===== src/hdl/indexed_list_engine_defines.svh =====
// Assertion macros shared by the indexed list engine RTL.
`ifndef INDEXED_LIST_ENGINE_DEFINES_SVH
`define INDEXED_LIST_ENGINE_DEFINES_SVH

// Same-cycle implication, checked out of reset.
`define ILE_ASSERT_NOW(lbl, ante, cons, msg) \
    lbl: assert property (@(posedge i_clk) disable iff (!i_rst_n) (ante) |-> (cons)) \
        else $error(msg);

// Next-cycle implication, checked out of reset.
`define ILE_ASSERT_NEXT(lbl, ante, cons, msg) \
    lbl: assert property (@(posedge i_clk) disable iff (!i_rst_n) (ante) |=> (cons)) \
        else $error(msg);

`endif


===== src/hdl/ilist_pkg.sv =====
// Types, codes and helpers shared by the indexed list engine.
package ilist_pkg;

    localparam int DATA_W = 32;
    localparam int CMD_W  = 3;
    localparam int POS_W  = 11;
    localparam int STAT_W = 2;
    localparam int LEN_W  = 11;
    // Wide enough for any list location or count up to the largest capacity.
    localparam int LOC_W  = 17;

    localparam logic [CMD_W-1:0] CMD_READ     = 3'd0;
    localparam logic [CMD_W-1:0] CMD_INS_HEAD = 3'd1;
    localparam logic [CMD_W-1:0] CMD_INS_TAIL = 3'd2;
    localparam logic [CMD_W-1:0] CMD_INS_AT   = 3'd3;
    localparam logic [CMD_W-1:0] CMD_DELETE   = 3'd4;

    localparam logic [STAT_W-1:0] ST_DONE  = 2'd0;
    localparam logic [STAT_W-1:0] ST_RANGE = 2'd1;
    localparam logic [STAT_W-1:0] ST_FULL  = 2'd2;

    localparam logic [DATA_W-1:0] READ_MISS = {DATA_W{1'b1}};

    // Shift control broadcast to every cell.
    typedef struct packed {
        logic              ins;
        logic              del;
        logic [LOC_W-1:0]  pos;
        logic [DATA_W-1:0] value;
    } t_cell_ctl;

    // Tree level d (root is 0) of a tree with lg levels is registered when
    // it is the root or sits a multiple of three levels above the leaves.
    function automatic bit tree_level_reg(int lg, int d);
        return (d == 0) || (((lg - d) % 3) == 0);
    endfunction

    function automatic int tree_regs(int lg);
        int n;
        n = 0;
        for (int d = 0; d < lg; d++) begin
            if (tree_level_reg(lg, d)) begin
                n++;
            end
        end
        return n;
    endfunction

endpackage


===== src/hdl/ilist_cell.sv =====
// One list slot: holds an entry and shifts it toward either neighbor.
module ilist_cell import ilist_pkg::*; #(
    parameter int IDX = 0
) (
    input  logic              i_clk,
    input  t_cell_ctl         i_ctl,
    input  logic [DATA_W-1:0] i_left,
    input  logic [DATA_W-1:0] i_right,
    output logic [DATA_W-1:0] o_entry,
    output logic [DATA_W-1:0] o_tap
);

    localparam logic [LOC_W-1:0] HERE = LOC_W'(IDX);

    logic [DATA_W-1:0] r_entry;
    logic [DATA_W-1:0] n_entry;

    always_comb begin
        priority if (i_ctl.ins && (HERE > i_ctl.pos)) begin
            n_entry = i_left;
        end else if (i_ctl.ins && (HERE == i_ctl.pos)) begin
            n_entry = i_ctl.value;
        end else if (i_ctl.del && (HERE >= i_ctl.pos)) begin
            n_entry = i_right;
        end else begin
            n_entry = r_entry;
        end
    end

    always_ff @(posedge i_clk) begin
        r_entry <= n_entry;
    end

    assign o_entry = r_entry;
    // Drive the entry into the read tree only when this slot is addressed.
    assign o_tap   = (HERE == i_ctl.pos) ? r_entry : '0;

endmodule


===== config.mk =====
export PLATFORM = sky130hd
export DESIGN_NAME = ilist_cell
export DESIGN_NICKNAME = d
export VERILOG_FILES = /design/src/hdl/indexed_list_engine_defines.svh /design/src/hdl/ilist_pkg.sv /design/src/hdl/ilist_cell.sv
export SDC_FILE = /design/constraint.sdc
export NUM_CORES = 1
export LEC_CHECK = 0
export BUFFER_PORTS_ARGS = -buffer_cell sky130_fd_sc_hd__buf_2
export CORE_ASPECT_RATIO = 0.5
export CORE_MARGIN = 3
export CORE_UTILIZATION = 32
export CTS_BUF_LIST = sky130_fd_sc_hd__clkbuf_16
export DETAILED_ROUTE_END_ITERATION = 8
export PLACE_DENSITY = 0.76
export SLEW_MARGIN = 40
export SYNTH_ARGS = -nofsm -noshare
export SYNTH_HDL_FRONTEND = slang
export SYNTH_SLANG_ARGS = --single-unit

===== constraint.sdc =====
create_clock -name i_clk -period 2.5 [get_ports i_clk]
set_input_delay 0.25 -clock i_clk [delete_from_list [all_inputs] [get_ports i_clk]]
set_output_delay 0.25 -clock i_clk [all_outputs]
set_load 0.02 [all_outputs]

==> results.json <==
{
  "status": "finished clean",
  "post-cts-setup-buffer-count": 0,
  "critical_path_required_ps": 2250,
  "cts-hold-fix-buffers": 0,
  "grt_usage_pct": 14.0,
  "horiz_die_dim_um": 112,
  "largest_register_ff_count": 32,
  "peakVddDrop_v": 0.000389,
  "tritoncts": "built",
  "synth.distinct_cells": 11,
  "seq_area_frac_synth_pct": 53.8,
  "tightestPinTransition_ps": 369,
  "ys_dominant_reg_cell": "edfxtp_1",
  "io-pin-count": 180,
  "die_h_um": 58.8,
  "synth-edff-count": 32,
  "synth.top_cell.area_share_pct": 53.8,
  "dr.first_iter.drc_count": 70,
  "antenna_found_initial": 0,
  "dp_hpwl_mm": 4.05,
  "period_minus_slack_ps": 2130,
  "p_total_mw": 1.25,
  "cells_traversed_along_the_worst_timing_path": "buf_2 > or4_1 > nor4_4 > buf_4 > and3_1 > buf_2",
  "worst_path_max_delay_cell": "or4_1",
  "floorplan.initialDensity_pct": 34.6,
  "netlist_top_cells_count": "and3_1 (32), edfxtp_1 (32), mux2_4 (30), clkbuf_1 (6), buf_6 (3)",
  "synth_area_per_cell_um2": 16.0,
  "synth_compound_area_share_pct": 0.560,
  "arrival_ps": 1880,
  "cts_max_level": 2,
  "synth.largest_area_cell": "edfxtp_1",
  "fin_crit_sh_pct": 85.3,
  "drt-wirelength-per-cell_um": 14.5,
  "cts.sink_count": 32,
  "synth_adder_area_share_pct": 0,
  "critical-path-max-stage-delay_ps": 560,
  "grt_max_degree": 33,
  "grt-ovfl-total": 0,
  "main_combinational_cell_family_by_area_after_synthesis": "multiplexers",
  "synth_warnings": 0,
  "p_leak_nw": 1.53,
  "wirelength_mm": 4.86,
  "clock_tree.buffer_depth": 2,
  "timing_worst_setup_path_type": "input port to primary output",
  "synthesis.instances": 112,
  "port_buffers": 147,
  "setup_tns_ps": 0,
  "simple_gate_share_of_the_synthesized_area_pct": 16.0,
  "gpl.final_weighted_congestion": 0.700,
  "num-nets-final": 380,
  "unrepaired_setup_endpoints_after_global_routing": "no",
  "tritoncts.num_buffers": 5,
  "relative_slew_slack_pct": 75.2,
  "drv_slew": 0,
  "critPathMaxFanout": 32,
  "clk_pin_slew_worst_paths_ps": 50,
  "async_flop_share_pct": 0,
  "worstSetupEndpointType": "primary output",
  "final-setup-viol-count": 0,
  "synth.mux.area_fraction_pct": 26.5,
  "critPathLaunchType": "input port",
  "grt_first_pass_wirelength_mm": 7.27,
  "postSynthRegisterBits": 32,
  "share_of_the_synthesized_netlist_area_taken_by_xor_and_xnor_gates_pct": 0,
  "core.rowCount": 18,
  "drt_pre_antenna_iters": 4,
  "mappedNetlistArea_um2": 1790,
  "num_vias": 1491,
  "final-hold-violation-count": 0,
  "critical_path.most_common_cell": "buf_2",
  "drive_above_1_share_pct": 74.7,
  "cts_repair_resize_count": 0,
  "hold_class": "input port to register",
  "antenna-diode-count": 0,
  "core_um2": 5160,
  "via_per_inst": 4.45,
  "cts.root.buffer_cell": "clkbuf_16",
  "power_per_cell_area_nw_per_um2": 452,
  "fmax_mhz": 469,
  "drt_antenna_net_count": 0,
  "drc": 0,
  "fp.dieArea_um2": 6570,
  "cap_viol_max_count": 0,
  "syn_to_final_growth_pct": 55.0,
  "ys_top_cells_by_area": "edfxtp_1 (54%), mux2_4 (25%), and3_1 (11%)",
  "synth.net_count": 228,
  "grt_pass1_vias": 1607
}
==> worst max-delay path, delay by kind of cell <==
| family | cells | cell delay, ps |
|---|---|---|
| buffers and inverters | 3 | 600 |
| AND/OR/NAND/NOR | 3 | 1030 |
==> layout make-up <==
| cell class | count | area (µm²) |
|---|---|---|
| clock buffers | 5 | 125 |
| clock inverters | 3 | 13.8 |
| fillers | 441 | 2390 |
| multi-input cells | 71 | 769 |
| flip-flops and latches | 32 | 961 |
| well taps | 70 | 87.6 |
| repair buffers | 154 | 813 |
==> logic make-up (layout without fill, tap and decap cells) <==
kind of cell,Yosys count,in the layout
buffers and inverters,9,162
AND/OR/NAND/NOR,38,38
flip-flops,32,32
multiplexers,32,32
AO/OA/AOI/OAI,1,1
==> layout by cell type, fill, tap and decap left out <==
| cell type | count |
|---|---|
| o211a_2 | 1 |
| nand3_4 | 1 |
| or4_1 | 2 |
| clkinv_1 | 1 |
| mux2_2 | 2 |
| and3_1 | 32 |
| edfxtp_1 | 32 |
| buf_4 | 5 |
| clkbuf_16 | 5 |
| mux2_4 | 30 |
| or4_4 | 1 |
| clkinv_2 | 2 |
| nor4_4 | 2 |
| buf_2 | 147 |
| buf_12 | 2 |
==> through the flow <==
step / instance area (µm²) / std cells / utilization [%] / worst slack (ps) / hold WS (ps)
floorplan: 1790 / 112 / - / 131 / 467
finish: 2770 / 335 / 53.7 / 366 / 280
global placement: 2630 / 327 / 51.0 / 290 / 554
CTS: 2770 / 335 / 53.7 / 339 / 275
global route: 2770 / 335 / 53.7 / 237 / 272
detailed placement: 2630 / 327 / 51.0 / 266 / 554
==> worst paths after layout <==
| kind | startpoint | end | slack (ps) | cells past startpoint |
|---|---|---|---|---|
| worst max-delay path | i_ctl[47] | o_tap[21] | 370 | 6 |
| worst min-delay path | i_right[29] | o_entry[29] | 280 | 2 |
==> power by group <==
part / internal (mW) / switching, mW / total [mW]
Clock: 0.360 / 0.192 / 0.552
Sequential: 0.591 / 0.00000262 / 0.591
Combinational: 0.0796 / 0.0301 / 0.110
==> per-layer routing <==
metal / global-route usage, % / share of wire, % / vias up
met5: 0 / 0 / -
met4: 5.37 / 1.8 / 0
met3: 3.18 / 4.5 / 10
met2: 28.3 / 59 / 48
met1: 14.4 / 35 / 692
li1: - / - / 741
Power figures use the tool's default switching activity.
